**config.mk**
```make
export PLATFORM = sky130hd
export DESIGN_NAME = scancode_calculator
export DESIGN_NICKNAME = d
export VERILOG_FILES = /design/src/hw/rtl/scalc_pkg.sv /design/src/hw/rtl/scalc_ctrl.sv /design/src/hw/rtl/scalc_dp.sv /design/src/hw/rtl/scancode_calculator.sv
export SDC_FILE = /design/constraint.sdc
export NUM_CORES = 2
export LEC_CHECK = 0
export BUFFER_PORTS_ARGS = -buffer_cell sky130_fd_sc_hd__buf_2
export CAP_MARGIN = 20
export CORE_MARGIN = 10
export CORE_UTILIZATION = 55
export CTS_BUF_LIST = sky130_fd_sc_hd__clkbuf_4 sky130_fd_sc_hd__clkbuf_8
export DETAILED_ROUTE_END_ITERATION = 8
export GPL_TIMING_DRIVEN = 1
export PLACE_DENSITY = 0.77
export REMOVE_ABC_BUFFERS = 1
export SLEW_MARGIN = 30
export SYNTH_ARGS = -nofsm -noshare
export SYNTH_HDL_FRONTEND = slang
export SYNTH_SLANG_ARGS = --single-unit
```
**constraint.sdc**
```tcl
create_clock -name clock -period 21 [get_ports clock]
set_clock_uncertainty 0.1 [all_clocks]
set_input_delay 4.2 -clock clock [delete_from_list [all_inputs] [get_ports clock]]
set_output_delay 4.2 -clock clock [all_outputs]
set_load 0.01 [all_outputs]
```
**src/hw/rtl/scalc_pkg.sv**
```systemverilog
// Shared types, key codes and helpers for the scancode calculator.
`default_nettype none

package scalc_pkg;

   // Internal operand width; result fields are always 32 bits.
   localparam int OPERAND_WIDTH = 32;
   localparam int OUT_WIDTH     = 32;
   localparam int DIV_CNT_WIDTH = $clog2(OPERAND_WIDTH);

   // Set-1 key codes (bit 7 stripped).
   localparam logic [6:0] KEY_DIGIT_LO   = 7'h02;
   localparam logic [6:0] KEY_DIGIT_ZERO = 7'h0B;
   localparam logic [6:0] KEY_ADD        = 7'h4E;
   localparam logic [6:0] KEY_SUB        = 7'h4A;
   localparam logic [6:0] KEY_MUL        = 7'h37;
   localparam logic [6:0] KEY_DIV        = 7'h35;
   localparam logic [6:0] KEY_CLEAR      = 7'h2E;
   localparam logic [6:0] KEY_ENTER      = 7'h1C;
   localparam logic [3:0] RADIX_DIGIT_OFS = 4'd1;

   typedef enum logic [2:0] {
      OP_NONE = 3'd0,
      OP_ADD  = 3'd1,
      OP_SUB  = 3'd2,
      OP_MUL  = 3'd3,
      OP_DIV  = 3'd4
   } op_type;

   typedef enum logic [1:0] {
      ST_OK      = 2'd0,
      ST_DIV0    = 2'd1,
      ST_NOOP    = 2'd2,
      ST_CLEARED = 2'd3
   } status_type;

   // Controller -> datapath
   typedef struct packed {
      logic latch_key;
      logic decode;
      logic mul_step;
      logic div_step;
      logic div_fix;
      logic load_rsp;
   } cmd_type;

   // Datapath -> controller, meaningful while decoding
   typedef struct packed {
      logic emit_now;
      logic start_mul;
      logic start_div;
   } stat_type;

   // Sign extend (or cut) an operand to the result field width.
   function automatic logic [OUT_WIDTH-1:0] to_out(input logic [OPERAND_WIDTH-1:0] v);
      logic [OUT_WIDTH+OPERAND_WIDTH-1:0] ext;
      ext = {{OUT_WIDTH{v[OPERAND_WIDTH-1]}}, v};
      return ext[OUT_WIDTH-1:0];
   endfunction

endpackage

`default_nettype wire

```
**src/hw/rtl/scalc_ctrl.sv**
```systemverilog
// Sequencing state machine for the scancode calculator.
`default_nettype none

module scalc_ctrl (
   input  wire                     clock,
   input  wire                     reset,
   input  wire                     req_valid,
   output logic                    req_stall,
   output logic                    rsp_valid,
   input  wire                     rsp_stall,
   input  scalc_pkg::stat_type     stat,
   output scalc_pkg::cmd_type      cmd
);

   typedef enum logic [5:0] {
      S_IDLE   = 6'b000001,
      S_DECODE = 6'b000010,
      S_MUL    = 6'b000100,
      S_DIV    = 6'b001000,
      S_DIVFIX = 6'b010000,
      S_EMIT   = 6'b100000
   } state_type;

   state_type                             state_ff, state_in;
   logic [scalc_pkg::DIV_CNT_WIDTH-1:0]   cnt_ff, cnt_in;
   logic                                  rsp_valid_ff, rsp_valid_in;
   logic                                  out_free;
   logic                                  div_last;

   assign out_free  = !rsp_valid_ff || !rsp_stall;
   assign div_last  = (cnt_ff == scalc_pkg::DIV_CNT_WIDTH'(scalc_pkg::OPERAND_WIDTH - 1));
   assign req_stall = (state_ff != S_IDLE);
   assign rsp_valid = rsp_valid_ff;

   always_comb begin
      state_in = state_ff;
      cnt_in   = cnt_ff;
      cmd      = '0;
      unique case (state_ff)
         S_IDLE: begin
            if (req_valid) begin
               cmd.latch_key = 1'b1;
               state_in      = S_DECODE;
            end
         end
         S_DECODE: begin
            cmd.decode = 1'b1;
            cnt_in     = '0;
            priority if (stat.start_mul) state_in = S_MUL;
            else if (stat.start_div)     state_in = S_DIV;
            else if (stat.emit_now)      state_in = S_EMIT;
            else                         state_in = S_IDLE;
         end
         S_MUL: begin
            cmd.mul_step = 1'b1;
            state_in     = S_EMIT;
         end
         S_DIV: begin
            cmd.div_step = 1'b1;
            cnt_in       = cnt_ff + 1'b1;
            if (div_last) state_in = S_DIVFIX;
         end
         S_DIVFIX: begin
            cmd.div_fix = 1'b1;
            state_in    = S_EMIT;
         end
         S_EMIT: begin
            if (out_free) begin
               cmd.load_rsp = 1'b1;
               state_in     = S_IDLE;
            end
         end
         default: state_in = S_IDLE;
      endcase
   end

   always_comb begin
      rsp_valid_in = rsp_valid_ff;
      if (rsp_valid_ff && !rsp_stall) rsp_valid_in = 1'b0;
      if (cmd.load_rsp)               rsp_valid_in = 1'b1;
   end

   always_ff @(posedge clock) begin
      if (reset) begin
         state_ff     <= S_IDLE;
         cnt_ff       <= '0;
         rsp_valid_ff <= 1'b0;
      end else begin
         state_ff     <= state_in;
         cnt_ff       <= cnt_in;
         rsp_valid_ff <= rsp_valid_in;
      end
   end

endmodule

`default_nettype wire

```
**src/hw/rtl/scalc_dp.sv**
```systemverilog
// Datapath: key flags, operands, multiplier, shift-subtract divider, result beat.
`default_nettype none

module scalc_dp (
   input  wire                                      clock,
   input  wire                                      reset,
   input  wire  [7:0]                               req_scancode,
   input  scalc_pkg::cmd_type                       cmd,
   output scalc_pkg::stat_type                      stat,
   output logic [1:0]                               rsp_status,
   output logic signed [scalc_pkg::OUT_WIDTH-1:0]   rsp_first_operand,
   output logic signed [scalc_pkg::OUT_WIDTH-1:0]   rsp_second_operand,
   output logic [2:0]                               rsp_operator_code,
   output logic signed [scalc_pkg::OUT_WIDTH-1:0]   rsp_value
);

   localparam int W = scalc_pkg::OPERAND_WIDTH;

   logic [7:0]               key_ff;
   logic [127:0]             held_ff, held_in;
   logic [W-1:0]             first_ff, first_in;
   logic [W-1:0]             second_ff, second_in;
   scalc_pkg::op_type        op_ff, op_in;
   logic                     on_second_ff, on_second_in;

   logic [W-1:0]             res_value_ff, res_value_in;
   scalc_pkg::status_type    res_status_ff, res_status_in;

   logic [W-1:0]             rem_ff, rem_in;
   logic [W-1:0]             quo_ff, quo_in;
   logic [W-1:0]             dvs_ff, dvs_in;
   logic                     neg_ff, neg_in;

   logic [1:0]               rsp_status_ff;
   logic [scalc_pkg::OUT_WIDTH-1:0] rsp_first_ff, rsp_second_ff, rsp_value_ff;
   logic [2:0]               rsp_op_ff;

   logic [6:0]               key;
   logic                     release_key, held, press;
   logic                     is_digit;
   logic [3:0]               digit;
   logic [W-1:0]             cur, times10, entered;
   logic [2*W-1:0]           product;
   logic [W:0]               shifted, diff;
   logic                     ge;
   logic [W-1:0]             mag_a, mag_b;
   logic                     is_enter, is_clear;

   assign key         = key_ff[6:0];
   assign release_key = key_ff[7];
   assign held        = held_ff[key];
   assign press       = !release_key && !held;
   assign is_digit    = (key >= scalc_pkg::KEY_DIGIT_LO) && (key <= scalc_pkg::KEY_DIGIT_ZERO);
   assign digit       = (key == scalc_pkg::KEY_DIGIT_ZERO) ? 4'd0
                        : (key[3:0] - scalc_pkg::RADIX_DIGIT_OFS);
   assign is_enter    = press && (key == scalc_pkg::KEY_ENTER);
   assign is_clear    = press && (key == scalc_pkg::KEY_CLEAR);

   // operand * 10 + digit as shift-add
   assign cur     = on_second_ff ? second_ff : first_ff;
   assign times10 = {cur[W-4:0], 3'b000} + {cur[W-2:0], 1'b0};
   assign entered = times10 + {{(W-4){1'b0}}, digit};

   assign product = first_ff * second_ff;

   assign mag_a = first_ff[W-1]  ? (~first_ff + 1'b1)  : first_ff;
   assign mag_b = second_ff[W-1] ? (~second_ff + 1'b1) : second_ff;

   // one restoring step
   assign shifted = {rem_ff, quo_ff[W-1]};
   assign diff    = shifted - {1'b0, dvs_ff};
   assign ge      = !diff[W];

   always_comb begin
      stat.start_mul = is_enter && (op_ff == scalc_pkg::OP_MUL);
      stat.start_div = is_enter && (op_ff == scalc_pkg::OP_DIV) && (second_ff != '0);
      stat.emit_now  = is_enter || is_clear;
   end

   always_comb begin
      held_in       = held_ff;
      first_in      = first_ff;
      second_in     = second_ff;
      op_in         = op_ff;
      on_second_in  = on_second_ff;
      res_value_in  = res_value_ff;
      res_status_in = res_status_ff;
      rem_in        = rem_ff;
      quo_in        = quo_ff;
      dvs_in        = dvs_ff;
      neg_in        = neg_ff;

      if (cmd.decode) begin
         held_in[key] = !release_key;
         if (press) begin
            if (is_digit) begin
               if (on_second_ff) second_in = entered;
               else              first_in  = entered;
            end
            unique case (key)
               scalc_pkg::KEY_ADD: begin op_in = scalc_pkg::OP_ADD; on_second_in = 1'b1; end
               scalc_pkg::KEY_SUB: begin op_in = scalc_pkg::OP_SUB; on_second_in = 1'b1; end
               scalc_pkg::KEY_MUL: begin op_in = scalc_pkg::OP_MUL; on_second_in = 1'b1; end
               scalc_pkg::KEY_DIV: begin op_in = scalc_pkg::OP_DIV; on_second_in = 1'b1; end
               scalc_pkg::KEY_CLEAR: begin
                  first_in      = '0;
                  second_in     = '0;
                  op_in         = scalc_pkg::OP_NONE;
                  on_second_in  = 1'b0;
                  res_status_in = scalc_pkg::ST_CLEARED;
                  res_value_in  = '0;
               end
               scalc_pkg::KEY_ENTER: begin
                  res_status_in = scalc_pkg::ST_OK;
                  res_value_in  = '0;
                  unique case (op_ff)
                     scalc_pkg::OP_ADD: res_value_in = first_ff + second_ff;
                     scalc_pkg::OP_SUB: res_value_in = first_ff - second_ff;
                     scalc_pkg::OP_MUL: res_value_in = '0;
                     scalc_pkg::OP_DIV: begin
                        if (second_ff == '0) res_status_in = scalc_pkg::ST_DIV0;
                        rem_in = '0;
                        quo_in = mag_a;
                        dvs_in = mag_b;
                        neg_in = first_ff[W-1] ^ second_ff[W-1];
                     end
                     default: res_status_in = scalc_pkg::ST_NOOP;
                  endcase
               end
               default: ;
            endcase
         end
      end

      if (cmd.mul_step) res_value_in = product[W-1:0];

      if (cmd.div_step) begin
         rem_in = ge ? diff[W-1:0] : shifted[W-1:0];
         quo_in = {quo_ff[W-2:0], ge};
      end

      if (cmd.div_fix) res_value_in = neg_ff ? (~quo_ff + 1'b1) : quo_ff;

      // operands clear once the result beat has captured them
      if (cmd.load_rsp) begin
         first_in     = '0;
         second_in    = '0;
         op_in        = scalc_pkg::OP_NONE;
         on_second_in = 1'b0;
      end
   end

   always_ff @(posedge clock) begin
      if (reset) begin
         held_ff      <= '0;
         first_ff     <= '0;
         second_ff    <= '0;
         op_ff        <= scalc_pkg::OP_NONE;
         on_second_ff <= 1'b0;
      end else begin
         held_ff      <= held_in;
         first_ff     <= first_in;
         second_ff    <= second_in;
         op_ff        <= op_in;
         on_second_ff <= on_second_in;
      end
   end

   always_ff @(posedge clock) begin
      if (cmd.latch_key) key_ff <= req_scancode;
      res_value_ff  <= res_value_in;
      res_status_ff <= res_status_in;
      rem_ff        <= rem_in;
      quo_ff        <= quo_in;
      dvs_ff        <= dvs_in;
      neg_ff        <= neg_in;
      if (cmd.load_rsp) begin
         rsp_status_ff <= res_status_ff;
         rsp_first_ff  <= scalc_pkg::to_out(first_ff);
         rsp_second_ff <= scalc_pkg::to_out(second_ff);
         rsp_op_ff     <= op_ff;
         rsp_value_ff  <= scalc_pkg::to_out(res_value_ff);
      end
   end

   assign rsp_status         = rsp_status_ff;
   assign rsp_first_operand  = rsp_first_ff;
   assign rsp_second_operand = rsp_second_ff;
   assign rsp_operator_code  = rsp_op_ff;
   assign rsp_value          = rsp_value_ff;

endmodule

`default_nettype wire

```
**src/hw/rtl/scancode_calculator.sv**
```systemverilog
// Top level of the scancode calculator: controller plus datapath.
`default_nettype none

// Four-function calculator fed with raw set-1 keyboard scancode bytes, one
// byte per input beat. Releases (bit 7 set) clear the key's held flag; a
// press of a key already held is dropped, so auto-repeat has no effect.
// Digit keys shift a decimal digit into the current operand (wrapping),
// operator keys select +, -, * or / and move entry to the second operand.
// C clears the operands and operator and returns a "cleared" beat; Enter
// returns one beat with the result (or divide-by-zero / no-operator status)
// showing the operands and operator as entered, then clears them. Division
// truncates towards zero. All other keys return nothing.
// Sequence: a byte is taken in IDLE and decoded in DECODE; most keys end
// there. Enter with +, - or no operator, and C, go on to EMIT to load the
// result beat; multiply first passes through MUL for the registered
// product, and divide by a nonzero divisor runs the shift-subtract divider
// in DIV over every quotient bit, then a sign fix-up in DIVFIX.
// Input is stalled while a byte is being worked on. The result register is
// separate, so new bytes are taken while a result beat waits downstream;
// only a second result blocks until the first has gone.

module scancode_calculator (
   input  wire                                      clock,
   input  wire                                      reset,
   input  wire                                      req_valid,
   output logic                                     req_stall,
   input  wire  [7:0]                               req_scancode,
   output logic                                     rsp_valid,
   input  wire                                      rsp_stall,
   output logic [1:0]                               rsp_status,
   output logic signed [scalc_pkg::OUT_WIDTH-1:0]   rsp_first_operand,
   output logic signed [scalc_pkg::OUT_WIDTH-1:0]   rsp_second_operand,
   output logic [2:0]                               rsp_operator_code,
   output logic signed [scalc_pkg::OUT_WIDTH-1:0]   rsp_value
);

   scalc_pkg::cmd_type  cmd;
   scalc_pkg::stat_type stat;

   // sequencing: accept, decode, multiply / divide steps, result beat
   scalc_ctrl u_ctrl (
      .clock     (clock),
      .reset     (reset),
      .req_valid (req_valid),
      .req_stall (req_stall),
      .rsp_valid (rsp_valid),
      .rsp_stall (rsp_stall),
      .stat      (stat),
      .cmd       (cmd)
   );

   // held flags, operands, arithmetic and the output register
   scalc_dp u_dp (
      .clock              (clock),
      .reset              (reset),
      .req_scancode       (req_scancode),
      .cmd                (cmd),
      .stat               (stat),
      .rsp_status         (rsp_status),
      .rsp_first_operand  (rsp_first_operand),
      .rsp_second_operand (rsp_second_operand),
      .rsp_operator_code  (rsp_operator_code),
      .rsp_value          (rsp_value)
   );

endmodule

`default_nettype wire

```
==> impl_metrics.ini <==
[run_status]
outcome = finished clean

[critical_path]
critPathLaunchType = flop
required_ns = 21.46
r2r_setup_slack_ns = 12.86
path_class = flop to flop
crit_fanout = 21
arrival_ns = 8.59
critical_path.endpoint_type = flop

[sta]
max_freq_mhz = 123
tightest_slew_ns = 1.03
final-hold-violation-count = 0
maxSlewViolCount = 0
slew_headroom_pct = 30.9
finalCritPeriodShare_pct = 38.7
layout_min_cycle_time_ns = 8.14
setup-violations-final = 0
fin_tns_setup_ns = 0
rsz0062_at_grt = no

[clock_tree]
cts_max_path_buffers = 3
cts_tree = yes
cts_setup_buffers = 0
clock_sinks = 448
root_buffer = clkbuf_8
worst_skew_pair.late_latency_ns = 0.74
cts_inserted_buffers = 81
cts.clk_slew.worst_paths_ns = 0.06
cts.repair.resized = 0
hold_buffers = 0
htree_levels = 3

[yosys]
yosys.area_share.simple_pct = 16.7
netlist_instances = 4446
ys_seq_elements = 448
synth_top_family_by_area = adder cells
async_flop_share_pct = 0
synth_cell_types = 83
synth_ff_type = edfxtp_1
synthMuxAreaShare_pct = 3.61
synth-xor-area-share_pct = 6.08
synth_seq_area_share_pct = 27.5
syn_area_mm2 = 0.0414
synth_compound_area_share_pct = 11.5
synth_area_per_cell_um2 = 9.31
synth_edf_count = 240
yosys_warnings = 0
yosys.area_share.adder_pct = 27.6

[drt]
drtIter0Drc = 3345
dr.pass1.iters = 6
wl_per_cell_um = 22.0
vias_per_cell = 6.05
ant_nets = 0
drc_errors = 0
routed_wl_mm = 121
vias = 33200

[floorplanning]
core.rowCount = 100
die_y_um = 294
boundaryPins = 115
core_mm2 = 0.0744
die-area_mm2 = 0.0866
dieWidth_um = 294
initial_core_util_pct = 55.6

[place]
io_buffer_count = 114
hpwlAfterDp_mm = 84.6
gp_congestion = 0.957

[power_and_ir_drop]
power_density_mw_per_mm2 = 43.1
leakage_nw = 19.2
p_switching_mw = 0.468
p_clk_share_pct = 49.3
power.total_mw = 1.92
p_comb_share_pct = 3.0
ir_worst_vdd_mv = 0.0366
switching_share_pct = 24.3
p_int_mw = 1.46
pwr-share-seq_pct = 47.7

[grt]
grt_pass1_vias = 34000
antenna_found_initial = 10
grt.total_usage_pct = 28.1
grt_start_max_net_pins = 86
grt_pass1_wl_mm = 191
gr-total-overflow = 0

[hold_path]
hold_class = flop to flop

[cells_and_area]
mostFrequentLayoutCell = inv_1
nNetsFinal = 5131
area_delta_synth_final_pct = 7.91
drive_gt1_share_pct = 9.61
final_cell_mix = 491 x inv_1, 463 x nor2_1, 412 x fa_1

[job]
max-cap-violations = 0
-- kinds of logic after synthesis --
| family | Yosys count |
|---|---|
| multiplexers | 128 |
| buffers and inverters | 768 |
| AND/OR/NAND/NOR | 1449 |
| flip-flops | 448 |
| AO/OA/AOI/OAI | 700 |
| XOR/XNOR | 287 |
| adder cells (fa/ha/maj) | 666 |
-- routing by layer --
layer	vias up	wire length (um)	share of wire [%]	global-route usage, %
met1	16300	48100	40	36.2
met2	1693	54700	45	44.7
li1	14800	-	-	-
met5	-	57	0.047	0
met3	423	11900	9.9	6.08
met4	8	6200	5.1	13.2
-- stage by stage --
step | hold WS (ns) | setup slack, ns | util, % | instances | cell area (um^2)
2_1_floorplan | 0.300 | 9.33 | - | 4171 | 40300
3_3_place_gp | 0.304 | 12.74 | 57.5 | 5338 | 42800
3_5_place_dp | 0.305 | 12.85 | 57.5 | 5338 | 42800
4_1_cts | 0.318 | 12.84 | 59.9 | 5486 | 44600
5_1_grt | 0.323 | 12.56 | 60.0 | 5488 | 44600
6_report | 0.317 | 12.86 | 60.0 | 5489 | 44600
-- state kept, by name, indices dropped and copies added (netlist names) --
name	cells
u_dp.rsp_first_operand	32
u_dp.rsp_value	32
u_dp.first_ff	32
u_dp.op_ff	3
u_ctrl.rsp_valid	1
u_dp.rsp_operator_code	3
u_dp.key_ff	8
u_dp.dvs_ff	32
u_dp.neg_ff	1
u_ctrl.state_ff	6
u_dp.second_ff	32
u_dp.res_status_ff	2
u_dp.rsp_status	2
u_dp.rsp_second_operand	32
u_dp.rem_ff	32
u_ctrl.cnt_ff	5
u_dp.on_second_ff	1
u_dp.quo_ff	32
u_dp.res_value_ff	32
u_dp.held_ff	128
-- cell usage after synthesis, types with 13 or more instances --
library cell  count  area [um^2]
xor2_1          134         1170
mux2i_1          75          751
a221oi_1         41          359
ha_1            254         3180
buf_1            20         75.1
or3_1            17          106
a21oi_1         123          616
and3_1           18          113
nor2b_1          29          181
dfxtp_1         208         4160
o21ai_0         138          691
nand2_1         409         1540
nor4_1           14         87.6
nand3_1          45          225
o21bai_1         14          105
a211oi_1        150         1130
mux2_2           40          450
buf_2            15         75.1
nor3_1           32          160
fa_1            412         8250
clkbuf_1        239          897
inv_1           491         1840
xnor2_1         153         1340
edfxtp_1        240         7210
and2_1          322         2010
nor2_1          466         1750
nand3b_1         14          105
nand2b_1         24          150
o41ai_1          14          123
a31oi_1          16          100
o31ai_1          34          255
a21o_1           46          345
mux4_2           13          293
o21a_1           21          158
-- worst max-delay path, stage by stage, from the launching register on --
cell     delay [ns]
dfxtp_1        0.77
buf_4          0.48
nand2_1        0.14
fa_1           0.55
inv_1          0.05
fa_1           0.39
fa_1           0.56
inv_1          0.06
fa_1           0.53
inv_1          0.06
fa_1           0.46
ha_1           0.34
fa_1           0.55
inv_1          0.06
fa_1           0.55
inv_1          0.05
ha_1           0.34
a21o_1         0.17
a21oi_1        0.20
o21ai_0        0.12
a41o_1         0.29
nand4_1        0.12
nand2_1        0.09
or4b_2         0.61
a21o_1         0.20
a22oi_1        0.13
-- final cells by class --
cell class / count / area (um^2)
Antenna cell: 2 / 5.00
Clock buffer: 110 / 1380
Clock inverter: 38 / 442
Fill cell: 6183 / 29800
Inverter: 493 / 1850
Multi-Input combinational cell: 3230 / 27200
Sequential cell: 448 / 11400
Tap cell: 969 / 1210
Timing Repair Buffer: 199 / 1220
-- power groups by stage --
| stage | registers, mW | clock network [mW] | logic [mW] |
|---|---|---|---|
| 2_1_floorplan | 0.944 | 0 | 0.0256 |
| 3_3_place_gp | 0.936 | 0 | 0.0565 |
| 3_5_place_dp | 0.936 | 0 | 0.0569 |
| 4_1_cts | 0.918 | 0.962 | 0.0572 |
| 5_1_grt | 0.917 | 0.996 | 0.0621 |
| 6_report | 0.918 | 0.948 | 0.0587 |
-- path summary, 6_finish.rpt --
path,from,to,cells after the start
hold reg to reg,u_dp.res_value_ff[11]$_DFFE_PP_,u_dp.rsp_value[11]$_DFFE_PP_,0
setup reg to reg,u_dp.first_ff[5]$_SDFFE_PP0P_,u_dp.res_value_ff[24]$_DFFE_PP_,25
hold / removal,u_dp.res_value_ff[11]$_DFFE_PP_,u_dp.rsp_value[11]$_DFFE_PP_,0
setup / recovery,u_dp.first_ff[5]$_SDFFE_PP0P_,u_dp.res_value_ff[24]$_DFFE_PP_,25
No activity file was read; power rests on OpenSTA's default activity.
